==> config.mk <==
export PLATFORM = sky130hd
export DESIGN_NAME = salc_ctrl
export DESIGN_NICKNAME = d
export VERILOG_FILES = /design/src/rtl/set_associative_lru_cache_sim_defines.svh /design/src/rtl/salc_pkg.sv /design/src/rtl/salc_ctrl.sv
export SDC_FILE = /design/constraint.sdc
export NUM_CORES = 1
export LEC_CHECK = 0
export ABC_AREA = 1
export BUFFER_PORTS_ARGS = -buffer_cell sky130_fd_sc_hd__buf_2
export CAP_MARGIN = 15
export CORE_AREA = 3 3 40 42
export CTS_BUF_LIST = sky130_fd_sc_hd__clkbuf_16
export DETAILED_ROUTE_END_ITERATION = 10
export DIE_AREA = 0 0 43 45
export PLACE_DENSITY = 0.59
export SLEW_MARGIN = 15
export SYNTH_ARGS = -nofsm -noshare
export SYNTH_HDL_FRONTEND = slang
export SYNTH_SLANG_ARGS = --single-unit
==> constraint.sdc <==
create_clock -name i_clk -period 2.04 [get_ports i_clk]
set_clock_uncertainty 0.05 [all_clocks]
set_input_delay 0.408 -clock i_clk [delete_from_list [all_inputs] [get_ports i_clk]]
set_output_delay 0.408 -clock i_clk [all_outputs]
set_load 0.005 [all_outputs]
==> src/rtl/set_associative_lru_cache_sim_defines.svh <==
// Assertion macros used by the top-level file to check this block.
`ifndef SET_ASSOCIATIVE_LRU_CACHE_SIM_DEFINES_SVH
`define SET_ASSOCIATIVE_LRU_CACHE_SIM_DEFINES_SVH

// Consequent must hold in the same cycle as the antecedent.
`define SALC_ASSERT_NOW(label, ante, cons, msg) \
    label: assert property (@(posedge i_clk) disable iff (!i_rst_n) (ante) |-> (cons)) \
        else $error(msg);

// Consequent must hold in the cycle after the antecedent.
`define SALC_ASSERT_NEXT(label, ante, cons, msg) \
    label: assert property (@(posedge i_clk) disable iff (!i_rst_n) (ante) |=> (cons)) \
        else $error(msg);

`endif

==> src/rtl/salc_pkg.sv <==
package salc_pkg;

    localparam int FULL_WIDTH     = 64;
    localparam int OP_W           = 2;
    localparam int SETB_W         = 3;
    localparam int BLKB_W         = 6;
    localparam int WAYS_W         = 4;
    localparam int CNT_W          = 32;
    localparam int HITS_W         = 2;
    localparam int SH_W           = 7;
    localparam int CFG_IDX_W      = 2;
    localparam int CFG_DATA_W     = 6;

    localparam int MAX_SET_BITS_DEF = 6;
    localparam int MAX_WAYS_DEF     = 8;
    localparam int ADDR_WIDTH_DEF   = 64;

    localparam logic [WAYS_W-1:0] WAYS_RST = WAYS_W'(1);

    localparam logic [OP_W-1:0] OP_LOAD   = 2'd0;
    localparam logic [OP_W-1:0] OP_STORE  = 2'd1;
    localparam logic [OP_W-1:0] OP_MODIFY = 2'd2;
    localparam logic [OP_W-1:0] OP_NONE   = 2'd3;

    localparam logic [CFG_IDX_W-1:0] REG_SET_BITS   = 2'd0;
    localparam logic [CFG_IDX_W-1:0] REG_BLOCK_BITS = 2'd1;
    localparam logic [CFG_IDX_W-1:0] REG_WAYS_USED  = 2'd2;

    typedef struct packed {
        logic load_in;
        logic rd;
        logic ev;
        logic clr;
        logic load_out;
    } t_cmd;

    typedef struct packed {
        logic clr_last;
        logic op_none;
        logic op_modify;
    } t_sts;

endpackage

==> src/rtl/salc_ctrl.sv <==
module salc_ctrl (
    input  logic           i_clk,
    input  logic           i_rst_n,
    input  logic           i_in_valid,
    output logic           o_in_ready,
    output logic           o_out_valid,
    input  logic           i_out_ready,
    output salc_pkg::t_cmd o_cmd,
    input  salc_pkg::t_sts i_sts
);
    import salc_pkg::*;

    typedef enum logic [4:0] {
        S_CLR  = 5'b00001,
        S_IDLE = 5'b00010,
        S_RD   = 5'b00100,
        S_EV   = 5'b01000,
        S_FIN  = 5'b10000
    } t_state;

    t_state r_state, n_state;
    logic   r_second, n_second;
    logic   r_out_valid, n_out_valid;

    always_comb begin
        n_state     = r_state;
        n_second    = r_second;
        n_out_valid = r_out_valid;
        o_cmd       = '0;
        o_in_ready  = 1'b0;
        if (r_out_valid && i_out_ready) begin
            n_out_valid = 1'b0;
        end
        case (r_state)
            S_CLR: begin
                o_cmd.clr = 1'b1;
                if (i_sts.clr_last) begin
                    n_state = S_IDLE;
                end
            end
            S_IDLE: begin
                o_in_ready = 1'b1;
                if (i_in_valid) begin
                    o_cmd.load_in = 1'b1;
                    n_second      = 1'b0;
                    n_state       = S_RD;
                end
            end
            S_RD: begin
                o_cmd.rd = 1'b1;
                n_state  = i_sts.op_none ? S_FIN : S_EV;
            end
            S_EV: begin
                o_cmd.ev = 1'b1;
                if (i_sts.op_modify && !r_second) begin
                    // A modify runs the same set access a second time.
                    n_second = 1'b1;
                    n_state  = S_RD;
                end else begin
                    n_state = S_FIN;
                end
            end
            S_FIN: begin
                if (!r_out_valid || i_out_ready) begin
                    o_cmd.load_out = 1'b1;
                    n_out_valid    = 1'b1;
                    n_state        = S_IDLE;
                end
            end
            default: begin
                n_state = S_CLR;
            end
        endcase
    end

    always_ff @(posedge i_clk) begin
        if (!i_rst_n) begin
            r_state     <= S_CLR;
            r_second    <= 1'b0;
            r_out_valid <= 1'b0;
        end else begin
            r_state     <= n_state;
            r_second    <= n_second;
            r_out_valid <= n_out_valid;
        end
    end

    assign o_out_valid = r_out_valid;

endmodule

### Word-level counts from Yosys, hierarchy flattened

Cells that the tools add are included.

| word-level totals | value |
|---|---|
| flip-flop bits (word level) | 7 |
| bits in latches | 0 |
| bits in writable memories | 0 |
| ROM bits | 0 |
| word-level logic and storage cells | 40 |
| memories | 0 |

| cells by class | value |
|---|---|
| $add $sub $neg | 0 |
| multipliers | 0 |
| div/mod/pow operators | 0 |
| order comparisons | 0 |
| equality and inequality tests | 9 |
| shifts and indexed selects | 0 |
| mux-type cells | 20 |
| bitwise logic cells | 0 |
| reduce and logical (&&, ||, !) cells | 8 |

Operator list:

| cell | number |
|---|---|
| 5-bit 2-to-1 mux | 5 |
| 5-bit one-hot mux with 5 select lines | 1 |
| 1-bit 2-to-1 mux | 13 |
| 2-bit inequality test (second input constant) | 4 |
| 3-bit AND reduction | 2 |
| 5-bit by 1-bit equality test with 1-bit output (second input constant) | 1 |
| 5-bit by 2-bit equality test with 1-bit output (second input constant) | 1 |
| 5-bit by 3-bit equality test with 1-bit output (second input constant) | 1 |
| 5-bit by 4-bit equality test with 1-bit output (second input constant) | 1 |
| 5-bit equality test (second input constant) | 1 |
| 1-bit logical AND | 2 |
| 1-bit zero test | 2 |
| 1-bit one-hot mux with 2 select lines | 1 |
| 2-bit nonzero test | 1 |
| 1-bit logical OR | 1 |

### Longest topological paths before layout

Gate-level depths: netlist of the first run.

| logic depth | value |
|---|---|
| word-level depth | 4 |
| mapped depth | 8 |
| gate-level depth less buffers | 8 |

### Worst setup path after synthesis of the first run

Ideal clock, no wire load.

| timing | value |
|---|---|
| kind | flip-flop to output port |
| from | register r_state[0] |
| to | output o_cmd[2] in the netlist's numbering |
| arrival time | 0.762 ns |
| slack | 0.820 ns |
| cell stages (with the launch flop) | 5 |
| buffers on the path | 1 |
| cell sequence | dfxtp_1 > nor2_4 > nand3_1 > clkinv_1 > buf_4 |

RTL lines:

| what | line | text |
|---|---|---|
| start: declaration | salc_ctrl.sv:21 | `t_state r_state, n_state;` |
| start signal: assignment | salc_ctrl.sv:82 | `r_state <= n_state;` |
| end: declaration | salc_ctrl.sv:8 | `output salc_pkg::t_cmd o_cmd,` |

==> qor.yml, run 1 <==
grt-ovfl-total: 0
rsz0062_at_grt: "no"
start_kind: "flop"
syn_avg_cell_area_sq_um: 6.652
netlist_area_sq_um: 399.1
holdBufCountCts: 0
synth_mux_area_share_pct: 0
leakagePower_uw: 0.0003009
synth_cells: 60
cp_slowest_stage_delay_ns: 0.33
grt_pass1_wl_microns: 1393
drive_gt1_share_pct: 35.53
core_sq_um: 1285
dr_wl_met3_microns: 72
route.met2.wl_microns: 375
worst-setup-path-type: "flop to output pin"
hold_violations: 0
grt_pass1_vias: 364
gp_congestion: 0.8142
cp.buffers_inverters: 1
powerDensity_nw_per_um2: 1091
grt_usage_pct: 10.34
synthAdderAreaFrac_pct: 0
cts_tree: "yes"
cts_resized: 0
power_frac_seq_pct: 27.3
fp.dieW_microns: 43
tns_ns: 0
intPower_uw: 448.7
cts.sinks: 7
stdcell_count: 91
n_antenna_cell: 0
synth-seq-cells: 7
clockBufferDepth: 2
cp-end-kind: "output pin"
ys_seq_area_share_pct: 35.11
io_buffers: 13
period_minus_slack_ns: 1.587
synthSimpleGateAreaFrac_pct: 46.08
peakVddDrop_mv: 0.7778
die-area_sq_um: 1935
wl_per_cell_microns: 8.978
ys_warn_count: 0
wl_met1_microns: 351
start_util_pct: 31.06
switching_share_pct: 25.83
clk_latency_ns: 0.23
htreeDepth: 1
max_freq_mhz: 629.9
wl_microns: 817
finalPower_uw: 605.0
crit_chain: "nor2_2 -> nand3_1 -> nor2_1 -> buf_2"
maxSlewViolCount: 0
nFillCells: 148
maxUsedRoutingLayer: "met4"
drc: 0
dp.cells: 87
setup_viol: 0
cts_setup_buffers: 0
slew_headroom_pct: 86.18
antenna_found_initial: 0
outcome: "completed"
path_delay_family: "simple AND/OR/NAND/NOR gates"
dp_hpwl_microns: 668.8
path_max_fanout: 5
comb_power_share_pct: 17.9
power.switching_uw: 156.3
ios: 14
cpMaxStageDelayCell: "dfxtp_1"
cp.required_ns: 1.58
cp.arrival_ns: 1.13
nets: 84
cap_violations: 0
grt_max_degree: 7
cts_root_buf: "clkbuf_16"
clkPwrFrac_pct: 54.7
area_delta_synth_final_pct: 38.87
vias_per_cell: 4.516
synth_xor_area_share_pct: 0
synth_compound_area_share_pct: 2.508
fp-row-count: 13
antenna_left: 0
layout_common_cells: "buf_2 (13), inv_1 (11), nand3_1 (9), nor2_1 (8)"
synth_top_family_by_area: "simple AND/OR/NAND/NOR gates"
drt-initial-drc-count: 8
vias: 411
layout_commonest_cell: "buf_2"
min_path_type: "input pin to flop"
tightest_slew_ns: 0.2070
yosysUniqueCellTypes: 17
cts_buffers: 3
dr.pass1.iters: 4
cts.clk_slew.worst_paths_ns: 0.03
syn_nets: 67
fin_crit_sh_pct: 77.82
fp.dieH_microns: 45
==> final timing paths <==
kind	startpoint	end	slack, ns	cells after the start
setup / recovery	r_state[2]$_SDFFE_PN0P_	o_cmd[4]	0.45	4
hold / removal	i_sts[1]	r_state[3]$_SDFFE_PN0P_	0.31	2
setup reg to reg	r_state[2]$_SDFFE_PN0P_	r_second$_SDFFE_PN0P_	0.86	6
hold reg to reg	r_second$_SDFFE_PN0P_	r_second$_SDFFE_PN0P_	0.41	2
==> worst reg2reg max path: cells and delay by family, from the launching register on <==
family	cells	cell delay, ns
simple gates	5	0.64
flops	1	0.33
compound gates	1	0.05
==> power by group through the flow <==
stage / combinational [uW] / clock (uW) / sequential, uW
after floorplan: 79.1 / 0 / 166
after global routing: 122 / 348 / 167
final: 109 / 331 / 165
after global placement: 109 / 0 / 167
after CTS: 110 / 338 / 166
after detailed placement: 109 / 0 / 168
==> routing by layer <==
| metal | vias up | global-route usage [%] |
|---|---|---|
| li1 | 222 | - |
| met1 | 176 | 10.17 |
| met2 | 11 | 16.17 |
| met3 | 2 | 6.375 |
| met4 | 0 | 7.229 |
| met5 | - | 0 |
==> synth_stat cells <==
| cell | count | share of area (%) |
|---|---|---|
| nand2_2 | 1 | 1.6 |
| nand2_1 | 7 | 6.6 |
| inv_2 | 3 | 2.8 |
| nand4_1 | 3 | 4.7 |
| inv_1 | 10 | 9.4 |
| nand4_2 | 1 | 3.1 |
| nor3_1 | 1 | 1.3 |
| dfxtp_1 | 7 | 35 |
| nand3_2 | 1 | 2.5 |
| nor2_1 | 8 | 7.5 |
| nor2_4 | 1 | 2.8 |
| clkinv_2 | 1 | 1.3 |
| nand3_1 | 9 | 11 |
| nor2_2 | 3 | 4.7 |
| a21oi_1 | 2 | 2.5 |
| clkinv_1 | 1 | 0.94 |
| buf_4 | 1 | 1.9 |
==> metrics by stage <==
stage                     setup slack [ns]  area, sq um  hold WS [ns]  util [%]
after floorplan                     0.8200        399.1        0.3902         -
after global placement              0.7145        475.5        0.4017     37.00
after detailed placement            0.6934        475.5        0.4115     37.00
after CTS                           0.4435        554.3        0.3036     43.14
after global routing                0.3171        554.3        0.3108     43.14
final                               0.4525        554.3        0.3063     43.14
==> sequential cells by signal, summed over array words and instances (netlist names) <==
| name | cells |
|---|---|
| r_second | 1 |
| r_state | 5 |
| o_out_valid | 1 |
==> cells by family (layout without fill, tap and decap cells) <==
family                 Yosys count  count (layout)
DFF                              7               7
and+or+nand+nor                 35              35
buffers and inverters           16              32
AOI/OAI and AO/OA                2               2
==> area by class of cell <==
class | count | area (sq um) | share of cell area, %
Multi-Input combinational cell | 37 | 193.9 | 34.99
Sequential cell | 7 | 140.1 | 25.28
Clock buffer | 3 | 75.07 | 13.54
Timing Repair Buffer | 13 | 65.06 | 11.74
Inverter | 15 | 57.56 | 10.38
Tap cell | 15 | 18.77 | 3.386
Clock inverter | 1 | 3.754 | 0.6772
Note: power is estimated with default switching activity, not from simulation.
==> run 2, diff against run 1 <==
Clock period 2.04 ns to 1.55 ns, I/O delays scaled along.
==> run 2 against run 1 <==
Effect of this change:
- routed wire length up 6.2%
- sequential share of layout area down 0.059 points
- sequential power up 34%
- clock power up 32%
- hold slack worse by 0.10 ns
- die area unchanged
- clock-buffer cell count unchanged
- flip-flop and latch count unchanged
- combinational power up 29%
- critical path depth up 1
- largest power group unchanged
==> qor.yml, run 2 (synthesis gave the netlist of run 1 again) <==
outcome: "completed"
drive_gt1_share_pct: 36.84  # +1.3 points
grt_max_degree: 7  # unchanged
slew_headroom_pct: 85.98  # -0.20 points
holdBufCountCts: 0  # unchanged
cp.arrival_ns: 1.10  # -0.03 ns
top_register: "r_state"
wl_per_cell_microns: 9.538  # +6.2%
ios: 14  # unchanged
antenna_left: 0  # unchanged
start_kind: "flop"
gp_congestion: 0.7265  # -11%
largest_register_ffs: 5  # unchanged
cts_resized: 0  # unchanged
final_core_util_pct: 43.62  # +0.49 points
stdcell_count: 91  # unchanged
cts_root_buf: "clkbuf_16"
core_sq_um: 1285  # unchanged
fp.dieW_microns: 43  # unchanged
fp.dieH_microns: 45  # unchanged
cts.clk_slew.worst_paths_ns: 0.04  # about the same
layout_commonest_cell: "buf_2"
grt_pass1_wl_microns: 1366  # -1.9%
path_max_fanout: 2  # -3
setup_viol: 0  # unchanged
powerDensity_nw_per_um2: 1425  # +31%
hold_violations: 0  # unchanged
n_antenna_cell: 0  # unchanged
dp_hpwl_microns: 716.4  # +7.1%
vias: 414  # +0.73%
clk_latency_ns: 0.23  # about the same
tns_ns: 0  # unchanged
cts_tree: "yes"
htreeDepth: 1  # unchanged
nets: 84  # unchanged
cts.sinks: 7  # unchanged
layout_common_cells: "buf_2 (13), inv_1 (11), nand3_1 (9), nor2_1 (8), nand2_1 (7)"
peakVddDrop_mv: 0.6982  # -10%
rsz0062_at_grt: "no"
max_freq_mhz: 684.1
clockBufferDepth: 2  # unchanged
dr.pass1.iters: 4  # unchanged
period_minus_slack_ns: 1.462
worst-setup-path-type: "flop to output pin"
cp.required_ns: 1.19  # -0.39 ns
fin_crit_sh_pct: 94.31
maxSlewViolCount: 0  # unchanged
area_delta_synth_final_pct: 40.44
fp-row-count: 13  # unchanged
antenna_found_initial: 0  # unchanged
hold_slack_ns: 0.2057  # -0.1006 ns
vias_per_cell: 4.549  # +0.73%
cts_buffers: 3  # unchanged
wl_microns: 868  # +6.2%
cp-end-kind: "output pin"
cts_setup_buffers: 0  # unchanged
dp.cells: 87  # unchanged
grt_pass1_vias: 337  # -7.4%
drt-initial-drc-count: 9  # +1
start_util_pct: 31.06  # unchanged
leakagePower_uw: 0.0003035  # +0.84%
grt_usage_pct: 10.33  # about the same
drc: 0  # unchanged
cap_violations: 0  # unchanged
io_buffers: 13  # unchanged
min_path_type: "input pin to flop"
grt-ovfl-total: 0  # unchanged
tightest_slew_ns: 0.2100  # +0.003034 ns
die-area_sq_um: 1935  # unchanged
## run 2: cell counts in the layout (fill, tap and decap cells not counted)
No cell type changed its count.
## run 2: worst paths after layout
check | startpoint | end | slack [ns] | depth (start not counted)
min | i_sts[1] | r_state[3]$_SDFFE_PN0P_ | 0.21 | 2
max | r_state[3]$_SDFFE_PN0P_ | o_cmd[2] | 0.09 | 5
min reg2reg | r_second$_SDFFE_PN0P_ | r_second$_SDFFE_PN0P_ | 0.41 | 2
max reg2reg | r_state[3]$_SDFFE_PN0P_ | r_second$_SDFFE_PN0P_ | 0.36 | 7
## run 2: metal layers
metal  part of all wire (%)  GRT usage, %  wire length [microns]
met1                     40         9.662                    351
met2                     47         16.77                    412
met3                    9.3         6.375                     81
met4                    2.5         7.229                     22
met5                      0             0                      0
## run 2: power by group
| part | internal [uW] | switching (uW) |
|---|---|---|
| combinational | 58.6 | 82.3 |
| clock | 336 | 101 |
| sequential | 198 | 22.9 |
## run 2: area by class of cell
class,count,area (sq um)
fill,147,724.4
multi-input combinational,37,198.9
sequential,7,141.4
clock buffer,3,75.07
timing repair buffer,13,65.06
inverter,15,57.56
tap,15,18.77
clock inverter,1,3.754
## run 2: worst max-delay path, stage by stage, from the launching register on
cell and delay, ns:
dfxtp_1 0.36, inv_1 0.08, nor2_1 0.14, nand3_1 0.11, clkinv_1 0.07, buf_2 0.10
## run 2: metrics by stage
stage,setup WS [ns],area [sq um],power [uW]
finish,0.08823,560.5,798.9
global route,0.007249,560.5,842.3
CTS,0.05847,554.3,811.8
detailed placement,0.3140,475.5,364.8
global placement,0.3192,475.5,364.8
floorplan,0.4280,399.1,322.9
